$ cat config.mk
export PLATFORM = sky130hd
export DESIGN_NAME = fnpll_dp
export DESIGN_NICKNAME = d
export VERILOG_FILES = /design/src/hdl/fnpll_pkg.sv /design/src/hdl/fnpll_div.sv /design/src/hdl/fnpll_dp.sv
export SDC_FILE = /design/constraint.sdc
export NUM_CORES = 2
export LEC_CHECK = 0
export BUFFER_PORTS_ARGS = -buffer_cell sky130_fd_sc_hd__buf_2
export CORE_ASPECT_RATIO = 0.8
export CORE_MARGIN = 3
export CORE_UTILIZATION = 60
export DETAILED_ROUTE_END_ITERATION = 6
export PLACE_DENSITY = 0.86
export SETUP_SLACK_MARGIN = 0.15
export SLEW_MARGIN = 0
export SYNTH_ARGS = -nofsm -noshare
export SYNTH_HDL_FRONTEND = slang
export SYNTH_SLANG_ARGS = --single-unit
$ cat constraint.sdc
create_clock -name clk -period 8.6 [get_ports clk]
set_input_delay 0 -clock clk [delete_from_list [all_inputs] [get_ports clk]]
set_output_delay 0 -clock clk [all_outputs]
set_load 0.005 [all_outputs]
$ cat src/hdl/fnpll_pkg.sv
package fnpll_pkg;

    localparam logic [31:0] MIN_FREQ_DEFAULT = 32'd35000000;
    localparam logic [39:0] LO_TARGET        = 40'd2200000000;
    localparam logic [39:0] PRESCALE_EDGE    = 40'd3600000000;
    localparam logic [2:0]  SEL_MAX          = 3'd6;
    localparam logic [28:0] MOD_MIN          = 29'd2;
    localparam logic [28:0] MOD_MAX          = 29'd4095;
    localparam logic [15:0] INT_MIN_P0       = 16'd23;
    localparam logic [15:0] INT_MIN_P1       = 16'd75;
    localparam logic [15:0] INT_SAT          = 16'hFFFF;
    localparam logic [2:0]  LAST_INDEX       = 3'd5;

    typedef enum logic [2:0] {
        ST_OK   = 3'd0,
        ST_LOW  = 3'd1,
        ST_MOD  = 3'd2,
        ST_FRAC = 3'd3,
        ST_INT  = 3'd4
    } status_t;

    typedef enum logic [2:0] {
        CFG_REF_FREQ    = 3'd0,
        CFG_REF_COUNTER = 3'd1,
        CFG_REF_DOUBLER = 3'd2,
        CFG_REF_HALVE   = 3'd3,
        CFG_CHAN_STEP   = 3'd4,
        CFG_CLOCK_DIV   = 3'd5,
        CFG_OUT_POWER   = 3'd6,
        CFG_BAND_SEL    = 3'd7
    } cfg_idx_t;

    typedef struct packed {
        logic [27:0] ref_hz;
        logic [9:0]  ref_counter;
        logic        ref_doubler;
        logic        ref_halve;
        logic [19:0] channel_step;
        logic [11:0] clock_divider;
        logic [1:0]  output_power;
        logic [7:0]  band_select_div;
    } cfg_t;

    typedef enum logic [3:0] {
        OP_NONE,
        OP_LOAD,
        OP_SEL,
        OP_MUL1,
        OP_DIVN,
        OP_DIVM,
        OP_MUL2,
        OP_DIVF,
        OP_GCD_LD,
        OP_GCD,
        OP_DIVFG,
        OP_DIVMG,
        OP_CHECK
    } dp_op_t;

    typedef struct packed {
        dp_op_t op;
    } dp_cmd_t;

    typedef struct packed {
        logic sel_done;
        logic low;
        logic bad_cfg;
        logic div_done;
        logic frac_zero;
        logic gcd_done;
        logic err;
    } dp_stat_t;

    typedef enum logic [4:0] {
        S_IDLE,
        S_SEL,
        S_MUL1,
        S_DIVN,
        S_DIVN_W,
        S_DIVM,
        S_DIVM_W,
        S_MUL2,
        S_DIVF,
        S_DIVF_W,
        S_GCD_LD,
        S_GCD,
        S_DIVFG,
        S_DIVFG_W,
        S_DIVMG,
        S_DIVMG_W,
        S_CHECK,
        S_EMIT
    } state_t;

endpackage

$ cat src/hdl/fnpll_div.sv
module fnpll_div (
    input  logic        clk,
    input  logic        rst_n,
    input  logic        start,
    input  logic [63:0] dividend,
    input  logic [6:0]  nbits,
    input  logic [31:0] divisor,
    output logic        done,
    output logic [63:0] quot,
    output logic [31:0] remainder
);

    logic [63:0] q_reg, q_next;
    logic [31:0] r_reg, r_next;
    logic [31:0] dvs_reg, dvs_next;
    logic [6:0]  cnt_reg, cnt_next;
    logic        done_reg, done_next;
    logic [32:0] trial;
    logic        fits;

    // dividend arrives left-aligned; one quotient bit per cycle
    assign trial = {r_reg, q_reg[63]};
    assign fits  = trial >= {1'b0, dvs_reg};

    always_comb
    begin
        q_next    = q_reg;
        r_next    = r_reg;
        dvs_next  = dvs_reg;
        cnt_next  = cnt_reg;
        done_next = 1'b0;
        if (start)
        begin
            q_next   = dividend;
            r_next   = '0;
            dvs_next = divisor;
            cnt_next = nbits;
        end
        else if (cnt_reg != '0)
        begin
            r_next    = fits ? 32'(trial - {1'b0, dvs_reg}) : trial[31:0];
            q_next    = {q_reg[62:0], fits};
            cnt_next  = cnt_reg - 7'd1;
            done_next = (cnt_reg == 7'd1);
        end
    end

    always_ff @(posedge clk or negedge rst_n)
    begin
        if (!rst_n)
        begin
            cnt_reg  <= '0;
            done_reg <= 1'b0;
        end
        else
        begin
            cnt_reg  <= cnt_next;
            done_reg <= done_next;
        end
    end

    always_ff @(posedge clk)
    begin
        q_reg   <= q_next;
        r_reg   <= r_next;
        dvs_reg <= dvs_next;
    end

    assign done      = done_reg;
    assign quot      = q_reg;
    assign remainder = r_reg;

endmodule

$ cat src/hdl/fnpll_dp.sv
module fnpll_dp #(
    parameter logic [31:0] MIN_FREQ_HZ = fnpll_pkg::MIN_FREQ_DEFAULT
) (
    input  logic               clk,
    input  logic               rst_n,
    input  fnpll_pkg::dp_cmd_t cmd,
    input  logic [31:0]        in_freq,
    input  fnpll_pkg::cfg_t    cfg,
    input  logic [2:0]         idx,
    output fnpll_pkg::dp_stat_t stat,
    output logic [31:0]        word,
    output logic [2:0]         status
);

    typedef enum logic [2:0] {
        DD_N,
        DD_M,
        DD_F,
        DD_FG,
        DD_MG
    } div_dest_t;

    logic [31:0] freq_reg;
    logic [2:0]  sel_reg;
    logic [50:0] prod_reg;
    logic [30:0] dm_reg;
    logic [50:0] nint_reg;
    logic [28:0] rem_reg;
    logic [28:0] mod_reg;
    logic [28:0] frac_reg;
    logic [59:0] t_reg;
    logic [28:0] ga_reg;
    logic [28:0] gb_reg;
    logic [4:0]  gk_reg;
    div_dest_t   dest_reg;
    fnpll_pkg::status_t status_reg, status_next;

    logic [28:0] num_p;
    logic [9:0]  rval;
    logic [10:0] den_p;
    logic [39:0] fsh;
    logic        pres;
    logic [50:0] prod_c;
    logic [30:0] dm_c;
    logic [57:0] rm_c;
    logic [28:0] g;
    logic [15:0] nsat;
    logic        fz;

    logic        dv_start;
    logic [63:0] dv_dvd;
    logic [6:0]  dv_n;
    logic [31:0] dv_dvs;
    logic        dv_done;
    logic [63:0] dv_q;
    logic [31:0] dv_r;

    assign num_p  = cfg.ref_doubler ? {cfg.ref_hz, 1'b0} : {1'b0, cfg.ref_hz};
    assign rval   = (cfg.ref_counter == '0) ? 10'd1 : cfg.ref_counter;
    assign den_p  = cfg.ref_halve ? {rval, 1'b0} : {1'b0, rval};
    assign fsh    = {8'b0, freq_reg} << sel_reg;
    assign pres   = fsh > fnpll_pkg::PRESCALE_EDGE;
    assign prod_c = 51'(fsh) * 51'(den_p);
    assign dm_c   = 31'(den_p) * 31'(cfg.channel_step);
    assign rm_c   = 58'(rem_reg) * 58'(mod_reg);
    assign g      = ga_reg << gk_reg;
    assign nsat   = (nint_reg[50:16] != '0) ? fnpll_pkg::INT_SAT : nint_reg[15:0];
    assign fz     = (frac_reg == '0);

    always_comb
    begin
        dv_start = 1'b0;
        dv_dvd   = '0;
        dv_n     = '0;
        dv_dvs   = '0;
        case (cmd.op)
            fnpll_pkg::OP_DIVN:
            begin
                dv_start = 1'b1;
                dv_dvd   = {prod_reg, 13'b0};
                dv_n     = 7'd51;
                dv_dvs   = {3'b0, num_p};
            end
            fnpll_pkg::OP_DIVM:
            begin
                dv_start = 1'b1;
                dv_dvd   = {num_p, 35'b0};
                dv_n     = 7'd29;
                dv_dvs   = {1'b0, dm_reg};
            end
            fnpll_pkg::OP_DIVF:
            begin
                dv_start = 1'b1;
                dv_dvd   = {t_reg, 4'b0};
                dv_n     = 7'd60;
                dv_dvs   = {2'b0, num_p, 1'b0};
            end
            fnpll_pkg::OP_DIVFG:
            begin
                dv_start = 1'b1;
                dv_dvd   = {frac_reg, 35'b0};
                dv_n     = 7'd29;
                dv_dvs   = {3'b0, g};
            end
            fnpll_pkg::OP_DIVMG:
            begin
                dv_start = 1'b1;
                dv_dvd   = {mod_reg, 35'b0};
                dv_n     = 7'd29;
                dv_dvs   = {3'b0, g};
            end
            default:
            begin
                dv_start = 1'b0;
            end
        endcase
    end

    fnpll_div u_div (
        .clk       (clk),
        .rst_n     (rst_n),
        .start     (dv_start),
        .dividend  (dv_dvd),
        .nbits     (dv_n),
        .divisor   (dv_dvs),
        .done      (dv_done),
        .quot      (dv_q),
        .remainder (dv_r)
    );

    // checks run in a fixed priority order
    always_comb
    begin
        if (freq_reg < MIN_FREQ_HZ)
            status_next = fnpll_pkg::ST_LOW;
        else if (num_p == '0 || cfg.channel_step == '0 || mod_reg < fnpll_pkg::MOD_MIN
                 || mod_reg > fnpll_pkg::MOD_MAX)
            status_next = fnpll_pkg::ST_MOD;
        else if (frac_reg > mod_reg - 29'd1)
            status_next = fnpll_pkg::ST_FRAC;
        else if ((!pres && nsat < fnpll_pkg::INT_MIN_P0)
                 || (pres && nsat < fnpll_pkg::INT_MIN_P1))
            status_next = fnpll_pkg::ST_INT;
        else
            status_next = fnpll_pkg::ST_OK;
    end

    always_ff @(posedge clk or negedge rst_n)
    begin
        if (!rst_n)
            status_reg <= fnpll_pkg::ST_OK;
        else if (cmd.op == fnpll_pkg::OP_CHECK)
            status_reg <= status_next;
    end

    always_ff @(posedge clk)
    begin
        case (cmd.op)
            fnpll_pkg::OP_LOAD:
            begin
                freq_reg <= in_freq;
                sel_reg  <= '0;
            end
            fnpll_pkg::OP_SEL:
            begin
                if (!stat.sel_done)
                    sel_reg <= sel_reg + 3'd1;
            end
            fnpll_pkg::OP_MUL1:
            begin
                prod_reg <= prod_c;
                dm_reg   <= dm_c;
            end
            fnpll_pkg::OP_DIVN:  dest_reg <= DD_N;
            fnpll_pkg::OP_DIVM:  dest_reg <= DD_M;
            fnpll_pkg::OP_DIVF:  dest_reg <= DD_F;
            fnpll_pkg::OP_DIVFG: dest_reg <= DD_FG;
            fnpll_pkg::OP_DIVMG: dest_reg <= DD_MG;
            fnpll_pkg::OP_MUL2:
            begin
                // 2*rem*mod + num_p, rounding numerator
                t_reg <= 60'({rm_c, 1'b0}) + 60'(num_p);
            end
            fnpll_pkg::OP_GCD_LD:
            begin
                ga_reg <= frac_reg;
                gb_reg <= mod_reg;
                gk_reg <= '0;
            end
            fnpll_pkg::OP_GCD:
            begin
                // binary gcd, one step per cycle
                if (ga_reg != gb_reg)
                begin
                    if (!ga_reg[0] && !gb_reg[0])
                    begin
                        ga_reg <= ga_reg >> 1;
                        gb_reg <= gb_reg >> 1;
                        gk_reg <= gk_reg + 5'd1;
                    end
                    else if (!ga_reg[0])
                        ga_reg <= ga_reg >> 1;
                    else if (!gb_reg[0])
                        gb_reg <= gb_reg >> 1;
                    else if (ga_reg > gb_reg)
                        ga_reg <= ga_reg - gb_reg;
                    else
                        gb_reg <= gb_reg - ga_reg;
                end
            end
            default:
            begin
            end
        endcase

        if (dv_done)
        begin
            case (dest_reg)
                DD_N:
                begin
                    nint_reg <= dv_q[50:0];
                    rem_reg  <= dv_r[28:0];
                end
                DD_M:    mod_reg  <= dv_q[28:0];
                DD_F:    frac_reg <= dv_q[28:0];
                DD_FG:   frac_reg <= dv_q[28:0];
                DD_MG:   mod_reg  <= dv_q[28:0];
                default: mod_reg  <= mod_reg;
            endcase
        end
    end

    always_comb
    begin
        word = '0;
        if (status_reg == fnpll_pkg::ST_OK)
        begin
            case (idx)
                3'd0: word = {1'b0, nsat, frac_reg[11:0], 3'd0};
                3'd1: word = 32'd1 | (32'(mod_reg[11:0]) << 3) | (32'd1 << 15)
                             | (32'(pres) << 27);
                3'd2: word = 32'd2 | (32'd1 << 6) | (32'd7 << 9)
                             | (32'(cfg.ref_counter) << 14) | (32'(cfg.ref_halve) << 24)
                             | (32'(cfg.ref_doubler) << 25) | (fz ? (32'd3 << 7) : 32'd0);
                3'd3: word = 32'd3 | (32'(cfg.clock_divider) << 3) | (32'd1 << 23)
                             | (fz ? (32'd3 << 21) : 32'd0);
                3'd4: word = 32'd4 | (32'(cfg.output_power) << 3) | (32'd1 << 5)
                             | (32'(cfg.band_select_div) << 12) | (32'(sel_reg) << 20)
                             | (32'd1 << 23);
                3'd5: word = 32'd5 | (32'd3 << 19) | (32'd1 << 22);
                default: word = '0;
            endcase
        end
    end

    assign status = status_reg;

    assign stat.sel_done  = (fsh > fnpll_pkg::LO_TARGET) || (sel_reg > fnpll_pkg::SEL_MAX);
    assign stat.low       = freq_reg < MIN_FREQ_HZ;
    assign stat.bad_cfg   = (num_p == '0) || (cfg.channel_step == '0);
    assign stat.div_done  = dv_done;
    assign stat.frac_zero = fz;
    assign stat.gcd_done  = (ga_reg == gb_reg);
    assign stat.err       = (status_reg != fnpll_pkg::ST_OK);

endmodule

## Word-level counts from Yosys, hierarchy flattened

Index checks and enable logic that the tools add are counted.

- Input port bits: 123
- Output and inout port bits: 42
- Flip-flop bits (word level): 520
- Word-level logic and storage cells: 163

- Multipliers: 3
- Add/sub/neg operators: 8
- Muxes and demuxes: 41
- Equal/unequal tests: 31
- Bitwise logic cells: 7
- Magnitude comparators: 11
- Shift-type cells: 2
- Reductions and logical operators: 39

Operators with widths:

| cell | number |
|---|---|
| $pmux W64 S5 | 1 |
| $mux W29 | 11 |
| $pmux W31 S6 | 1 |
| $mux W64 | 2 |
| $pmux W31 S4 | 1 |
| $pmux W29 S2 | 2 |
| $gt A40 B32 Y1 const B | 2 |
| $add A59 B29 Y60 | 1 |
| $gt A29 B29 Y1 | 2 |
| $logic_not A29 Y1 | 2 |
| $mul A29 B29 Y58 | 1 |
| $sub A29 B29 Y29 | 2 |
| $mul A40 B11 Y51 | 1 |
| $shl A32 B3 Y40 | 1 |
| $reduce_bool A35 Y1 | 1 |
| $ge A33 B32 Y1 | 1 |
| $lt A32 B26 Y1 const B | 1 |
| $mux W32 | 1 |
| $sub A32 B32 Y32 | 1 |
| $mul A11 B20 Y31 | 1 |
| $mux W31 | 1 |
| $eq A29 B29 Y1 | 1 |
| $gt A29 B12 Y1 const B | 1 |
| $lt A29 B2 Y1 const B | 1 |
| other kinds (56) | 102 |

## Longest topological paths before layout

- Depth after elaboration: 9
- Gate-level depth with buffers: 39
- Gate-level depth less buffers: 36

## Modules after synthesis

Synthesis repeated with hierarchy kept, for this count alone.

- Cells, all modules: 8,459
- Area, all modules: 79,409.9 µm²

By module, submodules not included:

| module | area each (µm²) | sequential area each (µm²) | cells an instance | instances |
|---|---|---|---|---|
| fnpll_dp | 72,125.4 | 11,516.0 | 7,806 | 1 |
| fnpll_div | 7,284.5 | 3,723.6 | 653 | 1 |

## Least setup slack after synthesis

OpenSTA, ideal clock, no wires.

- Kind: flip-flop to flip-flop
- From: reg mod_reg[4]
- To: reg t_reg[58] (data pin)
- Arrival time: 9,032 ps
- Setup slack: -695 ps
- Data required time: 8,337 ps
- Library setup time: 263 ps
- Buffers on the path: 3
- Clock period less this slack: 9,295 ps
- Stages on the path, launching flop included: 36
- Path through: edfxtp_1 -> clkbuf_1 -> clkbuf_1 -> and2_1 -> fa_1 -> fa_1 -> fa_1 -> inv_1 -> fa_1 -> inv_1 -> fa_1 -> fa_1 -> fa_1 -> inv_1 -> fa_1 -> inv_1 -> ha_1 -> buf_2 -> nand2_1 -> o21ai_0 -> o21bai_2 -> nand2_1 -> or2_2 -> xor2_1 -> ha_1 -> nand3_1 -> nor2_1 -> and4_1 -> a22oi_1 -> nand3_1 -> nand3_1 -> a211o_1 -> nor4b_2 -> nor4b_1 -> nand4b_1 -> xor2_1

- Word-level cells in the longest chain between the ends: 2

RTL lines:

| element | line | source |
|---|---|---|
| start: declaration | fnpll_dp.sv:29 | `logic [28:0] mod_reg;` |
| start signal: assignment | fnpll_dp.sv:224 | `DD_M: mod_reg <= dv_q[28:0];` |
| start signal: assignment | fnpll_dp.sv:227 | `DD_MG: mod_reg <= dv_q[28:0];` |
| start signal: assignment | fnpll_dp.sv:228 | `default: mod_reg <= mod_reg;` |
| $mul A29 B29 Y58 | fnpll_dp.sv:65 | `assign rm_c = 58'(rem_reg) * 58'(mod_reg);` |
| $add A59 B29 Y60 | fnpll_dp.sv:182 | `t_reg <= 60'({rm_c, 1'b0}) + 60'(num_p);` |
| end signal: assignment | fnpll_dp.sv:182 |  |
| end: declaration | fnpll_dp.sv:31 | `logic [59:0] t_reg;` |

No other way between the ends.
A chain may end at the register's enable or synchronous reset.

## Final worst setup path

- From: reg rem_reg[15]
- To: reg t_reg[50] (data pin)

- Word-level cells in the longest chain between the ends: 2

RTL lines:

| element | line | source |
|---|---|---|
| start: declaration | fnpll_dp.sv:28 | `logic [28:0] rem_reg;` |
| start signal: assignment | fnpll_dp.sv:222 | `rem_reg <= dv_r[28:0];` |
| $mul A29 B29 Y58 | fnpll_dp.sv:65 |  |
| $add A59 B29 Y60 | fnpll_dp.sv:182 |  |

No other way between the ends.

==> impl_metrics.py <==
metrics = {
    "critical_path": {
        "cp-end-kind": "flop",
        "worst-path-buf-inv": 8,
        "worstPathRequired_ns": 9.03,
        "worstSetupStartpointType": "flop",
        "cp_common_cell": "fa_1",
        "cp.arrival_ns": 9.38,
        "critPathTopFamily": "adder cells",
        "crit_type": "flop to flop",
        "crit_path_max_incr_delay_ns": 0.58,
        "crit_path_top_delay_cell": "fa_1",
        "crit_fanout": 6,
    },
    "layout": {
        "regArea_mm2": 0.0152,
        "area_delta_synth_final_pct": 12.4,
        "fillers": 9583,
        "drive_gt1_frac": 0.138,
        "multi_input_area_mm2": 0.0586,
        "num-nets-final": 10800,
        "largest_reg_flops": 64,
    },
    "timing": {
        "layout_min_cycle_time_ns": 8.95,
        "fin_crit_sh": 1.04,
        "maxSlewViolCount": 3,
        "fmax_ghz": 0.112,
        "fin_worst_skew_ns": 0.0581,
        "setup_violations": 28,
        "hold_viol_final": 0,
        "maxSlewHeadroom": -0.0618,
        "tightest_slew_ns": 1.59,
        "tns_ns": -4.27,
        "setup_ws_ns": -0.351,
        "rsz0062_at_grt": "yes",
    },
    "worst_hold_path": {
        "hp-class": "input pin to flop",
    },
    "drt": {
        "routed_wl_mm": 266,
        "wire_per_inst_um": 25.0,
        "antenna_left": 0,
        "firstDrtPassIters": 7,
        "drt_iter0_drc": 8844,
        "drc": 82,
        "viasPerCell": 6.34,
        "vias": 67600,
    },
    "yosys": {
        "synth_flop_cell": "edfxtp_1",
        "avgSynthCellArea_um2": 9.37,
        "ys_async_sr_fraction": 0.0212,
        "ys_seq_area_frac": 0.191,
        "synth_area_mm2": 0.0795,
        "synth-edff-count": 476,
        "syn_nets": 10400,
        "synth_cell_types": 100,
        "yosys-top-cells-count": "inv_1, fa_1, nand2_1",
        "synth_most_common_cell": "inv_1",
        "yosysTopAreaCell": "fa_1",
        "ys_seq_elements": 519,
        "netlist_top_cells_area": "fa_1, edfxtp_1, ha_1",
        "netlist.area_leader.share": 0.308,
        "yosys_warnings": 0,
        "synthCells": 8477,
    },
    "outcome": {
        "status": "finished, violations left",
        "violations": "DRC, slew limit, setup timing",
    },
    "global_route": {
        "grt_max_degree": 75,
        "antenna_found_initial": 17,
        "globalRouteOverflowTotal": 0,
        "grt_pass1_vias": 69100,
        "grt_util_all_layers": 0.388,
        "grt_pass1_wl_mm": 408,
    },
    "clocking": {
        "h-tree-depth": 2,
        "cts_sinks": 519,
        "tritoncts": "done",
        "cts-root-buf": "clkbuf_16",
        "clkLatencyLatePin_ns": 0.73,
        "cts_buffers": 56,
        "clk_pin_slew_worst_paths_ns": 0.08,
        "cts_buffer_depth": 3,
    },
    "placed_design": {
        "io_buffers": 163,
        "pre_cts_ws_ns": -0.461,
        "place_congestion": 1.05,
        "place_hpwl_mm": 209,
    },
    "die": {
        "rows": 118,
        "die-area_mm2": 0.137,
        "die_y_um": 332,
        "initial_core_util": 0.609,
        "core-area_mm2": 0.131,
        "io_pins": 165,
        "die_x_um": 413,
    },
    "power": {
        "p_total_w": 0.0173,
        "leakagePower_nw": 40.7,
        "p_per_area_mw_per_mm2": 194,
        "peakVddDrop_mv": 0.350,
    },
    "flow_run": {
        "drv_cap": 0,
    },
}
[placed cells by master (no fill, tap or decap), drive strengths merged, types with 18 or more instances in the layout]
| master | synthesis | routed |
|---|---|---|
| inv | 1284 | 1292 |
| fa | 1222 | 1222 |
| nand2 | 1101 | 1101 |
| buf | 55 | 770 |
| and2 | 636 | 636 |
| ha | 560 | 560 |
| edfxtp | 476 | 476 |
| a21oi | 376 | 376 |
| nor2 | 349 | 349 |
| o21ai | 281 | 281 |
| xnor2 | 188 | 188 |
| a21o | 132 | 132 |
| nand3 | 104 | 104 |
| nor3 | 89 | 89 |
| a22oi | 85 | 85 |
| xor2 | 83 | 83 |
| mux2i | 76 | 76 |
| mux2 | 74 | 74 |
| and3 | 70 | 70 |
| clkbuf | 442 | 59 |
| nor2b | 58 | 58 |
| nand4 | 55 | 55 |
| nor4 | 53 | 53 |
| a31oi | 46 | 46 |
| nand2b | 44 | 44 |
| dlygate4sd3 | 0 | 44 |
| o21a | 38 | 38 |
| mux4 | 37 | 37 |
| a211oi | 35 | 35 |
| dfxtp | 32 | 32 |
| o21bai | 30 | 30 |
| or3 | 29 | 29 |
| a222oi | 28 | 28 |
| clkinv | 2 | 27 |
| or2 | 21 | 21 |
| o22ai | 20 | 20 |
| a22o | 19 | 19 |
| o211ai | 18 | 18 |
[metrics by stage]
stage | cell area, µm² | utilization | hold slack (ns) | std cells
2_1_floorplan | 79800 | - | -0.296 | 8477
3_3_place_gp | 85300 | 0.654 | -0.108 | 10400
3_5_place_dp | 85300 | 0.654 | -0.108 | 10400
4_1_cts | 88800 | 0.681 | 0.00529 | 10600
5_1_grt | 89300 | 0.684 | 0.0245 | 10600
6_report | 89300 | 0.685 | 0.0265 | 10700
[final timing paths]
| path | startpoint | end | slack (ns) | depth (start not counted) |
|---|---|---|---|---|
| worst min register to register | u_div.quot[44] | nint_reg[44] | 0.40 | 0 |
| worst max register to register | rem_reg[15] | t_reg[50] | -0.35 | 35 |
| max in group asynchronous | rst_n | u_div.cnt_reg[0] | 7.89 | 3 |
| min in group asynchronous | rst_n | u_div.cnt_reg[4] | 0.34 | 3 |
| worst max-delay path | rem_reg[15] | t_reg[50] | -0.35 | 35 |
| worst min-delay path | in_freq[14] | freq_reg[14] | 0.03 | 2 |
[cell families after synthesis]
| group | Yosys count | synth area share |
|---|---|---|
| xor+xnor | 271 | 0.0300 |
| fa+ha+maj | 1782 | 0.396 |
| buf+inv | 1783 | 0.0850 |
| other cells | 1 | 0.0000472 |
| simple gates | 2660 | 0.163 |
| compound gates | 1274 | 0.104 |
| mux | 187 | 0.0305 |
| flops | 519 | 0.191 |
[timing repair]
action | 4_1_cts | 5_1_grt
setup buffers | 54 | 24
resized for setup | 147 | 78
hold buffers | 44 | 0
gates cloned | 2 | 0
setup endpoints to repair | 32 | 44
endpoints found under the hold margin | 68 | 0
pin swaps | 94 | 66
[worst reg2reg max path: cells and delay by family, from the launching register on]
kind	cells	cell delay [ns]
AOI/OAI and AO/OA	4	1.01
xor gates and xnor gates	2	0.18
adders and majority gates	10	4.68
buffers and inverters	8	0.73
DFF	1	0.44
and+or+nand+nor	11	1.67
[power by group]
| group | total [W] | switching (W) | internal (W) |
|---|---|---|---|
| sequential | 0.00386 | 0.000327 | 0.00354 |
| combinational | 0.0108 | 0.00624 | 0.00453 |
| clock | 0.00270 | 0.00124 | 0.00146 |
[final cells by class]
type	count	area share
Multi-Input combinational cell	6175	0.656
Sequential cell	519	0.170
Timing Repair Buffer	814	0.0726
Inverter	1286	0.0540
Tap cell	1740	0.0244
Clock buffer	59	0.0160
Clock inverter	47	0.00648
Antenna cell	12	0.000336
[layer usage]
layer  vias up  global-route usage  wire [µm]
met5         -                   0         58
met4         8               0.188      16000
met3       998               0.130      40100
met2      5182               0.559     112000
met1     33000               0.527      98000
li1      28400                   -          -
Power figures use the tool's default switching activity.
