==> src/hdl/fnpll_pkg.sv <==
package fnpll_pkg;

    localparam logic [31:0] MIN_FREQ_DEFAULT = 32'd35000000;
    localparam logic [39:0] LO_TARGET        = 40'd2200000000;
    localparam logic [39:0] PRESCALE_EDGE    = 40'd3600000000;
    localparam logic [2:0]  SEL_MAX          = 3'd6;
    localparam logic [28:0] MOD_MIN          = 29'd2;
    localparam logic [28:0] MOD_MAX          = 29'd4095;
    localparam logic [15:0] INT_MIN_P0       = 16'd23;
    localparam logic [15:0] INT_MIN_P1       = 16'd75;
    localparam logic [15:0] INT_SAT          = 16'hFFFF;
    localparam logic [2:0]  LAST_INDEX       = 3'd5;

    typedef enum logic [2:0] {
        ST_OK   = 3'd0,
        ST_LOW  = 3'd1,
        ST_MOD  = 3'd2,
        ST_FRAC = 3'd3,
        ST_INT  = 3'd4
    } status_t;

    typedef enum logic [2:0] {
        CFG_REF_FREQ    = 3'd0,
        CFG_REF_COUNTER = 3'd1,
        CFG_REF_DOUBLER = 3'd2,
        CFG_REF_HALVE   = 3'd3,
        CFG_CHAN_STEP   = 3'd4,
        CFG_CLOCK_DIV   = 3'd5,
        CFG_OUT_POWER   = 3'd6,
        CFG_BAND_SEL    = 3'd7
    } cfg_idx_t;

    typedef struct packed {
        logic [27:0] ref_hz;
        logic [9:0]  ref_counter;
        logic        ref_doubler;
        logic        ref_halve;
        logic [19:0] channel_step;
        logic [11:0] clock_divider;
        logic [1:0]  output_power;
        logic [7:0]  band_select_div;
    } cfg_t;

    typedef enum logic [3:0] {
        OP_NONE,
        OP_LOAD,
        OP_SEL,
        OP_MUL1,
        OP_DIVN,
        OP_DIVM,
        OP_MUL2,
        OP_DIVF,
        OP_GCD_LD,
        OP_GCD,
        OP_DIVFG,
        OP_DIVMG,
        OP_CHECK
    } dp_op_t;

    typedef struct packed {
        dp_op_t op;
    } dp_cmd_t;

    typedef struct packed {
        logic sel_done;
        logic low;
        logic bad_cfg;
        logic div_done;
        logic frac_zero;
        logic gcd_done;
        logic err;
    } dp_stat_t;

    typedef enum logic [4:0] {
        S_IDLE,
        S_SEL,
        S_MUL1,
        S_DIVN,
        S_DIVN_W,
        S_DIVM,
        S_DIVM_W,
        S_MUL2,
        S_DIVF,
        S_DIVF_W,
        S_GCD_LD,
        S_GCD,
        S_DIVFG,
        S_DIVFG_W,
        S_DIVMG,
        S_DIVMG_W,
        S_CHECK,
        S_EMIT
    } state_t;

endpackage

==> src/hdl/fnpll_ctrl.sv <==
module fnpll_ctrl (
    input  logic                clk,
    input  logic                rst_n,
    input  logic                in_valid,
    input  logic                out_ready,
    input  fnpll_pkg::dp_stat_t stat,
    output fnpll_pkg::dp_cmd_t  cmd,
    output logic                in_ready,
    output logic                out_valid,
    output logic                out_last,
    output logic [2:0]          out_index
);

    fnpll_pkg::state_t state_reg, state_next;
    logic [2:0] idx_reg, idx_next;

    always_comb
    begin
        state_next = state_reg;
        idx_next   = idx_reg;
        unique case (state_reg)
            fnpll_pkg::S_IDLE:
                if (in_valid)
                    state_next = fnpll_pkg::S_SEL;
            fnpll_pkg::S_SEL:
                if (stat.low || stat.bad_cfg)
                    state_next = fnpll_pkg::S_CHECK;
                else if (stat.sel_done)
                    state_next = fnpll_pkg::S_MUL1;
            fnpll_pkg::S_MUL1:   state_next = fnpll_pkg::S_DIVN;
            fnpll_pkg::S_DIVN:   state_next = fnpll_pkg::S_DIVN_W;
            fnpll_pkg::S_DIVN_W:
                if (stat.div_done)
                    state_next = fnpll_pkg::S_DIVM;
            fnpll_pkg::S_DIVM:   state_next = fnpll_pkg::S_DIVM_W;
            fnpll_pkg::S_DIVM_W:
                if (stat.div_done)
                    state_next = fnpll_pkg::S_MUL2;
            fnpll_pkg::S_MUL2:   state_next = fnpll_pkg::S_DIVF;
            fnpll_pkg::S_DIVF:   state_next = fnpll_pkg::S_DIVF_W;
            fnpll_pkg::S_DIVF_W:
                if (stat.div_done)
                    state_next = fnpll_pkg::S_GCD_LD;
            fnpll_pkg::S_GCD_LD:
                state_next = stat.frac_zero ? fnpll_pkg::S_CHECK : fnpll_pkg::S_GCD;
            fnpll_pkg::S_GCD:
                if (stat.gcd_done)
                    state_next = fnpll_pkg::S_DIVFG;
            fnpll_pkg::S_DIVFG:  state_next = fnpll_pkg::S_DIVFG_W;
            fnpll_pkg::S_DIVFG_W:
                if (stat.div_done)
                    state_next = fnpll_pkg::S_DIVMG;
            fnpll_pkg::S_DIVMG:  state_next = fnpll_pkg::S_DIVMG_W;
            fnpll_pkg::S_DIVMG_W:
                if (stat.div_done)
                    state_next = fnpll_pkg::S_CHECK;
            fnpll_pkg::S_CHECK:
            begin
                state_next = fnpll_pkg::S_EMIT;
                idx_next   = fnpll_pkg::LAST_INDEX;
            end
            fnpll_pkg::S_EMIT:
                if (out_ready)
                begin
                    if (out_last)
                        state_next = fnpll_pkg::S_IDLE;
                    else
                        idx_next = idx_reg - 3'd1;
                end
            default: state_next = fnpll_pkg::S_IDLE;
        endcase
    end

    always_comb
    begin
        cmd.op = fnpll_pkg::OP_NONE;
        unique case (state_reg)
            fnpll_pkg::S_IDLE:    cmd.op = in_valid ? fnpll_pkg::OP_LOAD : fnpll_pkg::OP_NONE;
            fnpll_pkg::S_SEL:     cmd.op = fnpll_pkg::OP_SEL;
            fnpll_pkg::S_MUL1:    cmd.op = fnpll_pkg::OP_MUL1;
            fnpll_pkg::S_DIVN:    cmd.op = fnpll_pkg::OP_DIVN;
            fnpll_pkg::S_DIVM:    cmd.op = fnpll_pkg::OP_DIVM;
            fnpll_pkg::S_MUL2:    cmd.op = fnpll_pkg::OP_MUL2;
            fnpll_pkg::S_DIVF:    cmd.op = fnpll_pkg::OP_DIVF;
            fnpll_pkg::S_GCD_LD:  cmd.op = fnpll_pkg::OP_GCD_LD;
            fnpll_pkg::S_GCD:     cmd.op = fnpll_pkg::OP_GCD;
            fnpll_pkg::S_DIVFG:   cmd.op = fnpll_pkg::OP_DIVFG;
            fnpll_pkg::S_DIVMG:   cmd.op = fnpll_pkg::OP_DIVMG;
            fnpll_pkg::S_CHECK:   cmd.op = fnpll_pkg::OP_CHECK;
            default:              cmd.op = fnpll_pkg::OP_NONE;
        endcase
    end

    assign in_ready  = (state_reg == fnpll_pkg::S_IDLE);
    assign out_valid = (state_reg == fnpll_pkg::S_EMIT);
    assign out_last  = stat.err || (idx_reg == '0);
    assign out_index = stat.err ? 3'd0 : idx_reg;

    always_ff @(posedge clk or negedge rst_n)
    begin
        if (!rst_n)
        begin
            state_reg <= fnpll_pkg::S_IDLE;
            idx_reg   <= '0;
        end
        else
        begin
            state_reg <= state_next;
            idx_reg   <= idx_next;
        end
    end

endmodule

==> config.mk <==
export PLATFORM = sky130hd
export DESIGN_NAME = fnpll_ctrl
export DESIGN_NICKNAME = d
export VERILOG_FILES = /design/src/hdl/fnpll_pkg.sv /design/src/hdl/fnpll_ctrl.sv
export SDC_FILE = /design/constraint.sdc
export NUM_CORES = 1
export LEC_CHECK = 0
export ABC_CLOCK_PERIOD_IN_PS = 1600
export BUFFER_PORTS_ARGS = -buffer_cell sky130_fd_sc_hd__buf_2
export CORE_MARGIN = 2
export CORE_UTILIZATION = 31
export CTS_CLUSTER_DIAMETER = 150
export DETAILED_ROUTE_END_ITERATION = 8
export GPL_ROUTABILITY_DRIVEN = 0
export PLACE_DENSITY_LB_ADDON = 0.05
export SLEW_MARGIN = 15
export SYNTH_ARGS = -nofsm -noshare
export SYNTH_HDL_FRONTEND = slang
export SYNTH_SLANG_ARGS = --single-unit
==> constraint.sdc <==
create_clock -name clk -period 1.6 [get_ports clk]
set_clock_uncertainty 0.15 [all_clocks]
set_input_delay 0.4 -clock clk [delete_from_list [all_inputs] [get_ports clk]]
set_output_delay 0.4 -clock clk [all_outputs]
set_load 0.01 [all_outputs]
# After elaboration in Yosys (flattened, before gate mapping)
# Cells that the tools add are included.
[op_classes] n_addsub=1 multipliers=0 div=0 order_cmp=0 eq_ne=28 shift=0 n_mux=19 bitwise_logic=0 reduce_logical=7
[ops] operator="$pmux W5 S18" count=1
[ops] operator="$mux W5" count=12
[ops] operator="$pmux W4 S12" count=1
[ops] operator="$eq A5 B4 Y1 const B" count=8
[ops] operator="$eq A5 B3 Y1 const B" count=4
[ops] operator="$ne A2 B2 Y1 const B" count=9
[ops] operator="$eq A5 B2 Y1 const B" count=2
[ops] operator="$eq A5 B5 Y1 const B" count=2
[ops] operator="$reduce_and A10 Y1" count=1
[ops] operator="$mux W3" count=3
[ops] operator="$pmux W3 S2" count=1
[ops] operator="$eq A5 B1 Y1 const B" count=1
[ops] operator="$logic_not A5 Y1" count=1
[ops] operator="$logic_not A3 Y1" count=1
[ops] operator="$ne A3 B3 Y1 const B" count=1
[ops] operator="$reduce_and A3 Y1" count=1
[ops] operator="$sub A3 B1 Y3 const B" count=1
[ops] operator="$logic_or A1 B1 Y1" count=2
[ops] operator="$ne A2 B1 Y1 const B" count=1
[ops] operator="$reduce_bool A2 Y1" count=1
[ops] operator="$mux W1" count=1
[word_totals] register_bits=8 latchBits=0 ramBits=0 mem_bits_ro=0 inputBits=11 output_inout_bits=10 n_memories=0

# Depth between registers and ports, before layout
# Gate-level depths: netlist of run 1.
[depth] word_depth=5 depth_mapped=8 mapped_depth_nobuf=8

# Least setup slack after synthesis of run 1
# No wires, ideal clock.
[synth_timing] kind="register to output" start="reg state_reg[3]" end="out cmd[0] (netlist name)" t_arrival_ns=1.290 t_required_ns=1.050 setup_slack_ns=-0.240 path_stages_with_launch=6 n_path_buf=2 path_cell_list="dfrtp_1 buf_4 clkbuf_1 nor3_1 nor3_1 a211oi_1"
[synth_lines] item="start: declaration" line_no="fnpll_ctrl.sv:14" rtl="fnpll_pkg::state_t state_reg, state_next;"
[synth_lines] item="start signal: assignment" line_no="fnpll_ctrl.sv:103" rtl="state_reg <= fnpll_pkg::S_IDLE;"
[synth_lines] item="start signal: assignment" line_no="fnpll_ctrl.sv:108" rtl="state_reg <= state_next;"
[synth_lines] item="end: declaration" line_no="fnpll_ctrl.sv:7" rtl="output fnpll_pkg::dp_cmd_t cmd,"

==> results of run 1 <==
placed cells by master (no fill, tap or decap), types with 2 or more instances in the layout:
cell	n
o41ai_2	3
nor2_1	6
inv_2	3
or4_4	2
a21oi_1	5
buf_6	9
clkbuf_4	3
nor3_2	3
buf_4	27
nand2_1	11
a21oi_2	2
nor2_2	7
buf_2	20
inv_1	2
dfrtp_1	3
nor2_4	3
nor3_1	2
dfrtp_2	5
o21ai_0	6
o21ai_2	2
a31oi_1	2
a22oi_1	3
nand4_1	2
ha_4	2
cell type report:
cell class / instances / share of cell area, %
timing repair buffer: 58 / 30.4
multi-input combinational: 85 / 49.0
clock buffer: 3 / 1.58
inverter: 6 / 1.84
sequential: 8 / 14.5
tap: 30 / 2.63
layer usage:
layer / vias to the layer above / GRT usage (%) / wire length (µm)
li1: 502 / - / -
met1: 449 / 23.6 / 1250
met2: 20 / 28.4 / 1250
met3: 4 / 4.68 / 100
met4: 0 / 5.23 / 28
met5: - / 0 / 0
through the flow:
step                      instance area (µm²)  power (W)  hold WS, ns  instances  worst slack, ns
after floorplan                           880    0.00123      -0.0456        108          -0.0802
after global placement                   1160    0.00172        0.107        176           -0.346
after detailed placement                 1160    0.00174        0.108        176           -0.330
after CTS                                1290    0.00205        0.347        186           -0.476
after global routing                     1430    0.00251        0.370        190           -0.546
final                                    1430    0.00231        0.348        190           -0.486
cell families (layout without fill, tap and decap cells):
logic type / after synthesis / count (layout) / share of synthesized area [%]
flip-flops: 8 / 8 / 24.5
AND/OR/NAND/NOR: 46 / 46 / 28.8
adder cells (fa/ha/maj): 2 / 2 / 3.07
AO/OA/AOI/OAI: 34 / 34 / 30.7
buffers and inverters: 15 / 67 / 9.51
multiplexers: 1 / 1 / 1.23
XOR/XNOR: 2 / 2 / 2.15
worst min-delay path, cell delays in order:
cell	delay, ns
buf_2	0.08
o21ai_0	0.08
nand4_1	0.11
o21ai_2	0.06
worst max path at each step:
stage,slack (ns),endpoint,cells past startpoint
2_1_floorplan,-0.08,cmd[2],4
3_3_place_gp,-0.35,state_reg[1]$_DFFE_PN0P_,6
3_5_place_dp,-0.33,cmd[0],6
4_1_cts,-0.48,cmd[2],4
5_1_grt,-0.55,cmd[2],4
6_report,-0.49,cmd[2],4
report_power, final:
group          switching, W  total, W  internal (W)
Combinational      0.000821   0.00176      0.000941
Clock             0.0000696  0.000156     0.0000859
Sequential         0.000115  0.000395      0.000280
Total               0.00101   0.00231       0.00131
what timing repair did:
action	in CTS	in global routing
pin swaps	6	9
endpoints found under the hold margin	8	0
gates resized for setup	17	29
hold buffers	1	0
endpoints found under the setup margin	16	17
buffers inserted	6	5
==> results.yml, run 1 <==
floorplan:
  ios: 21
  die_h_um: 55.3
  rows: 18
  dieArea_um2: 3060
  die_w_um: 55.3
  placeableCoreArea_um2: 2480
  start_util_pct: 32.9
logic_synthesis:
  synth.top_cells.by_count: "15 x nor2_1, 11 x nand2_1, 9 x o21ai_0"
  yosysMostFrequentCell: "nor2_1"
  netlist_instances: 108
  synth.ff_latch_count: 8
  yosys-top-cells-area: "dfrtp_1 25%, nor2_1 6.9%, o41ai_2 6.0%, o21ai_0 5.5%, nand2_1 5.1%"
  syn-cell-area_um2: 816
  ys_warn_count: 0
  ys.flop_type: "dfrtp_1"
  synth_sequential_area_ratio_pct: 24.5
  synthArstFlopShare_pct: 100
  yosysTopAreaCellShare_pct: 24.5
  syn_nets: 121
  synth_top_area_cell: "dfrtp_1"
  synth-edff-count: 0
  avgSynthCellArea_um2: 7.55
  netlist-cell-type-count: 40
detailed_routing:
  drt_pre_antenna_iters: 4
  drc: 0
  routed_wl_mm: 2.63
  wire_per_inst_um: 13.9
  ant_nets: 0
  drtIter0Drc: 37
  via_per_inst: 5.13
  vias: 975
grt:
  antenna_found_initial: 0
  grtUsageTotal_pct: 17.8
  grt_max_degree: 16
  grt_overflow_total: 0
  grt_pass1_wl_mm: 4.37
  grt_pass1_vias: 935
timing:
  post-route-period-util_pct: 130
  hold_viol_final: 0
  finalWorstSetupSlack_ns: -0.486
  slew_headroom_pct: 80.0
  setup_viol: 15
  fin_tns_setup_ns: -4.70
  fin_crit_ns: 2.09
  grt_setup_unrepaired: "yes"
  max_freq_ghz: 0.479
  drv_slew: 0
  worst_pin_slew_ns: 0.299
worst_hold_path:
  min_to: "state_reg[4]$_DFFE_PN0P_"
  hp-class: "in -> reg"
  min_from: "out_ready"
  hold_depth: 4
placement:
  dp_hpwl_mm: 1.92
  numPortBuffers: 20
critical_path:
  path_cells: "buf_6, or4_4, o21ai_2, buf_2"
  path_max_fanout: 5
  crit_family: "simple AND/OR/NAND/NOR gates"
  r2r_start: "state_reg[0]$_DFFE_PN0P_"
  critPathKind: "reg -> out"
  crit_arrival_ns: 1.54
  critPathMaxStageDelay_ns: 0.50
  r2r_slack_ns: -0.40
  r2r_cells: 7
  cp_slowest_cell: "or4_4"
  startpoint_type: "flip-flop"
  r2r-end: "state_reg[1]$_DFFE_PN0P_"
  crit_start: "state_reg[0]$_DFFE_PN0P_"
  cp-end-kind: "output pin"
  path_buf_inv: 2
  cp.required_ns: 1.05
finish:
  final_nets: 175
  fillers: 231
  final_util_pct: 57.6
  multi_input_area_um2: 699
  area_growth_pct: 74.8
  drive_gt1_share_pct: 64.4
  largest_reg_flops: 5
  diodes: 0
  regArea_um2: 206
power:
  power.density_nw_per_um2: 1620
  leakage_nw: 0.657
  vdd_drop_max_mv: 1.14
cts:
  clock_latency_ns: 0.26
  clk_pin_slew_worst_paths_ns: 0.06
  max-clock-path-buffers: 2
  cts.sinks: 8
  numCtsBuffers: 3
  cts_tree: "yes"
  cts-root-buf: "clkbuf_4"
  cts_htree_levels: 1
run_status:
  violations: "negative setup slack"
  outcome: "finished, violations left"
flow_run:
  maxCapViolations: 0
Power figures use the tool's default switching activity.
==> run 2, diff against run 1 <==
--- a/config.mk
+++ b/config.mk
@@ -7,12 +7,11 @@
 export LEC_CHECK = 0
 export ABC_CLOCK_PERIOD_IN_PS = 1600
 export BUFFER_PORTS_ARGS = -buffer_cell sky130_fd_sc_hd__buf_2
-export CORE_MARGIN = 2
 export CORE_UTILIZATION = 31
 export CTS_CLUSTER_DIAMETER = 150
 export DETAILED_ROUTE_END_ITERATION = 8
 export GPL_ROUTABILITY_DRIVEN = 0
-export PLACE_DENSITY_LB_ADDON = 0.05
+export PLACE_DENSITY_LB_ADDON = 0.25
 export SLEW_MARGIN = 15
 export SYNTH_ARGS = -nofsm -noshare
 export SYNTH_HDL_FRONTEND = slang
==> results.yml, run 2 (same netlist as run 1, synthesis figures left out) <==
finish:
  final_util_pct: 59.4
  final_nets: 180
  area_growth_pct: 80.5
  fin_cells: 195
  final_cell_mix: "35 x buf_4, 20 x buf_2, 9 x nor2_1, 7 x o21ai_0, 7 x buf_6"
  layout_commonest_cell: "buf_4"
  largest_reg_flops: 5
  drive_gt1_share_pct: 66.1
  diodes: 0
  fillers: 204
  fin_area_um2: 1470
floorplan:
  dieArea_um2: 2840
  ios: 21
  placeableCoreArea_um2: 2480
  rows: 18
  start_util_pct: 32.9
  die_w_um: 53.3
  die_h_um: 53.3
detailed_routing:
  via_per_inst: 5.65
  vias: 1102
  ant_nets: 0
  drt_pre_antenna_iters: 4
  routed_wl_mm: 3.07
  drtIter0Drc: 26
  wire_per_inst_um: 15.7
  drc: 0
timing:
  drv_slew: 0
  finalWorstSetupSlack_ns: -0.502
  post-route-period-util_pct: 131
  grt_setup_unrepaired: "yes"
  max_freq_ghz: 0.476
  setup_viol: 15
  slew_headroom_pct: 67.1
  hold_viol_final: 0
  worst_pin_slew_ns: 0.490
  fin_crit_ns: 2.10
grt:
  grt_pass1_vias: 976
  grtUsageTotal_pct: 20.3
  grt_max_degree: 10
  grt_pass1_wl_mm: 4.23
  antenna_found_initial: 0
  grt_overflow_total: 0
cts:
  clk_pin_slew_worst_paths_ns: 0.06
  cts.sinks: 8
  max-clock-path-buffers: 2
  numCtsBuffers: 3
  cts_htree_levels: 1
  cts_tree: "yes"
  clock_latency_ns: 0.26
  cts-root-buf: "clkbuf_4"
run_status:
  outcome: "finished, violations left"
  violations: "negative setup slack"
placement:
  dp_slack_ns: -0.306
  dp.cells: 176
  placed_cell_area_um2: 1140
  dp_hpwl_mm: 1.92
  numPortBuffers: 20
critical_path:
  path_cells: "buf_6, or4_4, o21ai_2, buf_2"
  cp_slowest_cell: "or4_4"
  r2r_cells: 7
  critPathMaxStageDelay_ns: 0.50
  crit_arrival_ns: 1.55
  r2r_slack_ns: -0.47
  crit_family: "simple AND/OR/NAND/NOR gates"
  cp.required_ns: 1.05
  r2r-end: "state_reg[1]$_DFFE_PN0P_"
  path_max_fanout: 6
  path_buf_inv: 2
  critPathKind: "reg -> out"
  startpoint_type: "flip-flop"
  crit_start: "state_reg[0]$_DFFE_PN0P_"
  r2r_start: "state_reg[0]$_DFFE_PN0P_"
  cp-end-kind: "output pin"
power:
  power.density_nw_per_um2: 1680
  vdd_drop_max_mv: 0.908
  leakage_nw: 0.702
worst_hold_path:
  hp-class: "in -> async"
flow_run:
  maxCapViolations: 0
==> run 2: changes by cell type in the layout (fill, tap and decap cells not counted), sizes merged <==
cell and delta:
buf +5, clkinvlp -1, inv +1
==> run 2: through the flow <==
stage / power [W] / hold slack (ns) / TNS, ns
after detailed placement: 0.00171 / 0.106 / -3.06
final: 0.00247 / 0.355 / -5.20
after global routing: 0.00263 / 0.377 / -6.34
after CTS: 0.00212 / 0.354 / -4.38
after global placement: 0.00169 / 0.110 / -3.07
after floorplan: 0.00123 / -0.0456 / -0.349
==> run 2: per-layer routing <==
metal	GRT usage [%]	wire [µm]	up-vias
li1	-	-	508
met5	0	0	-
met4	6.14	83	0
met2	35.2	1600	45
met3	4.31	164	10
met1	24.7	1220	539
==> run 2: worst max path at each step <==
stage	endpoint	cells after the start
after floorplan	cmd[2]	4
after global placement	cmd[2]	4
after detailed placement	state_reg[3]$_DFFE_PN0P_	6
after CTS	cmd[2]	4
after global routing	cmd[0]	5
final	cmd[2]	4
==> run 2: final cells by class <==
type | count | area, µm² | share of cell area, %
multi-input combinational | 85 | 732 | 49.7
inverter | 6 | 22.5 | 1.53
sequential | 8 | 206 | 14.0
tap | 30 | 37.5 | 2.55
clock buffer | 3 | 22.5 | 1.53
timing repair buffer | 63 | 452 | 30.7
==> run 2: where the power goes <==
group          switching, W  leakage, nW  internal (W)
registers          0.000107       0.0933      0.000280
logic              0.000944        0.595      0.000981
clock network     0.0000726       0.0138     0.0000861
total               0.00112        0.702       0.00135
==> run 2: timing repair <==
action / 4_1_cts / 5_1_grt
pin swaps: 6 / 13
endpoints found under the setup margin: 15 / 18
hold buffers: 1 / 0
setup buffers: 9 / 7
resized for setup: 25 / 26
hold endpoints to repair: 8 / 0
==> run 3, diff against run 2 <==
--- a/config.mk
+++ b/config.mk
@@ -12,6 +12,7 @@
 export DETAILED_ROUTE_END_ITERATION = 8
 export GPL_ROUTABILITY_DRIVEN = 0
 export PLACE_DENSITY_LB_ADDON = 0.25
+export SKIP_LAST_GASP = 1
 export SLEW_MARGIN = 15
 export SYNTH_ARGS = -nofsm -noshare
 export SYNTH_HDL_FRONTEND = slang
==> results.yml, run 3 (same netlist as run 1, synthesis figures left out) <==
grt:
  grt_pass1_wl_mm: 4.23
  grtUsageTotal_pct: 20.3
  grtUsageMet1_pct: 24.7
  grt_util_met2_pct: 35.2
  grt_pass1_vias: 976
  grt_max_degree: 10
  antenna_found_initial: 0
  met3_usage_pct: 4.31
  grt_overflow_total: 0
  grt_busiest_layer: "met2"
detailed_routing:
  vias: 1103
  ant_nets: 0
  drt_pre_antenna_iters: 4
  wire_per_inst_um: 15.8
  drc: 0
  via_per_inst: 5.66
  routed_wl_mm: 3.08
  drtIter0Drc: 38
power:
  p_int_w: 0.00134
  sw_frac_of_total_pct: 45.4
  combPwrFrac_pct: 77.8
  seqPwrFrac_pct: 15.7
  p_clk_share_pct: 6.5
  power.density_nw_per_um2: 1680
  leakage_nw: 0.693
  vdd_drop_max_mv: 0.895
  switchingPower_w: 0.00111
cts:
  max-clock-path-buffers: 2
  cts_tree: "yes"
  cts.sinks: 8
  numCtsBuffers: 3
  cts-root-buf: "clkbuf_4"
  clk_pin_slew_worst_paths_ns: 0.06
  cts_htree_levels: 1
  clock_latency_ns: 0.26
finish:
  regArea_um2: 206
  diodes: 0
  fillers: 208
  drive_gt1_share_pct: 65.5
  multi_input_area_um2: 724
  layout_commonest_cell: "buf_4"
  area_growth_pct: 79.1
  fin_cells: 195
  final_nets: 180
  fin_area_um2: 1460
  final_cell_mix: "36 x buf_4, 20 x buf_2, 9 x nor2_1, 7 x nand2_1, 7 x o21ai_0"
  largest_reg_flops: 5
floorplan:
  die_w_um: 53.3
  ios: 21
  placeableCoreArea_um2: 2480
  dieArea_um2: 2840
  start_util_pct: 32.9
  rows: 18
  die_h_um: 53.3
run_status:
  outcome: "finished, violations left"
  violations: "negative setup slack"
timing:
  worst_pin_slew_ns: 0.467
  setup_viol: 15
  max_freq_ghz: 0.477
  fin_crit_ns: 2.09
  slew_headroom_pct: 68.6
  grt_setup_unrepaired: "yes"
  finalWorstSetupSlack_ns: -0.495
  drv_slew: 0
  post-route-period-util_pct: 131
  hold_viol_final: 0
critical_path:
  critPathKind: "reg -> out"
  path_max_fanout: 6
  cp.required_ns: 1.05
  cp-end-kind: "output pin"
  crit_arrival_ns: 1.54
  startpoint_type: "flip-flop"
placement:
  numPortBuffers: 20
  dp_hpwl_mm: 1.92
  placed_cell_area_um2: 1140
  dp.cells: 176
worst_hold_path:
  hp-class: "in -> async"
flow_run:
  maxCapViolations: 0
==> run 3: power groups by stage <==
stage / sequential, W / clock [W] / combinational [W]
after floorplan: 0.000320 / 0 / 0.000915
after global placement: 0.000376 / 0 / 0.00131
after detailed placement: 0.000370 / 0 / 0.00134
after CTS: 0.000366 / 0.000163 / 0.00159
after global routing: 0.000392 / 0.000181 / 0.00203
final: 0.000385 / 0.000159 / 0.00191
==> run 3: cell type report <==
class | instances | share of cell area, %
clock buffer | 3 | 1.54
inverter | 6 | 1.54
multi-input combinational | 85 | 49.6
sequential | 8 | 14.1
tap | 30 | 2.57
timing repair buffer | 63 | 30.7
==> run 3: metal layers <==
metal / vias up / wire, µm / part of all wire (%)
li1: 511 / - / -
met2: 48 / 1600 / 52
met3: 8 / 183 / 5.9
met5: - / 0 / 0
met4: 0 / 62 / 2.0
met1: 536 / 1230 / 40
==> run 3: metrics by stage <==
step	util [%]	worst slack, ns	total power, W	hold slack (ns)	TNS, ns
finish	59.0	-0.495	0.00245	0.358	-5.17
floorplan	-	-0.0802	0.00123	-0.0456	-0.349
detailed placement	46.2	-0.306	0.00171	0.106	-3.06
global route	59.0	-0.543	0.00260	0.384	-6.29
CTS	52.9	-0.484	0.00212	0.354	-4.38
global placement	46.2	-0.311	0.00169	0.110	-3.07
==> run 3: what timing repair did <==
item / in CTS / in global routing
gates resized for setup: 25 / 23
pin swaps: 6 / 11
endpoints found under the setup margin: 15 / 18
buffers inserted: 9 / 7
hold buffers: 1 / 0
hold endpoints to repair: 8 / 0
==> run 3: path summary, 6_finish.rpt <==
path                            depth (start not counted)                       end                     start  slack [ns]
worst min register to register                          2    idx_reg[0]$_DFFE_PN0P_    idx_reg[0]$_DFFE_PN0P_        0.45
worst max-delay path                                    4                    cmd[2]  state_reg[0]$_DFFE_PN0P_       -0.49
worst min-delay path                                    2    idx_reg[2]$_DFFE_PN0P_                     rst_n        0.36
worst max register to register                          7  state_reg[1]$_DFFE_PN0P_  state_reg[0]$_DFFE_PN0P_       -0.46
max in group asynchronous                               2  state_reg[0]$_DFFE_PN0P_                     rst_n        0.74
min in group clk                                        4  state_reg[4]$_DFFE_PN0P_                 out_ready        0.37
==> run 3: worst max-delay path, cell delays in order (launching register included) <==
cell and delay (ns):
dfrtp_2 0.46, buf_6 0.14, or4_4 0.50, o21ai_2 0.06
buf_2 0.13
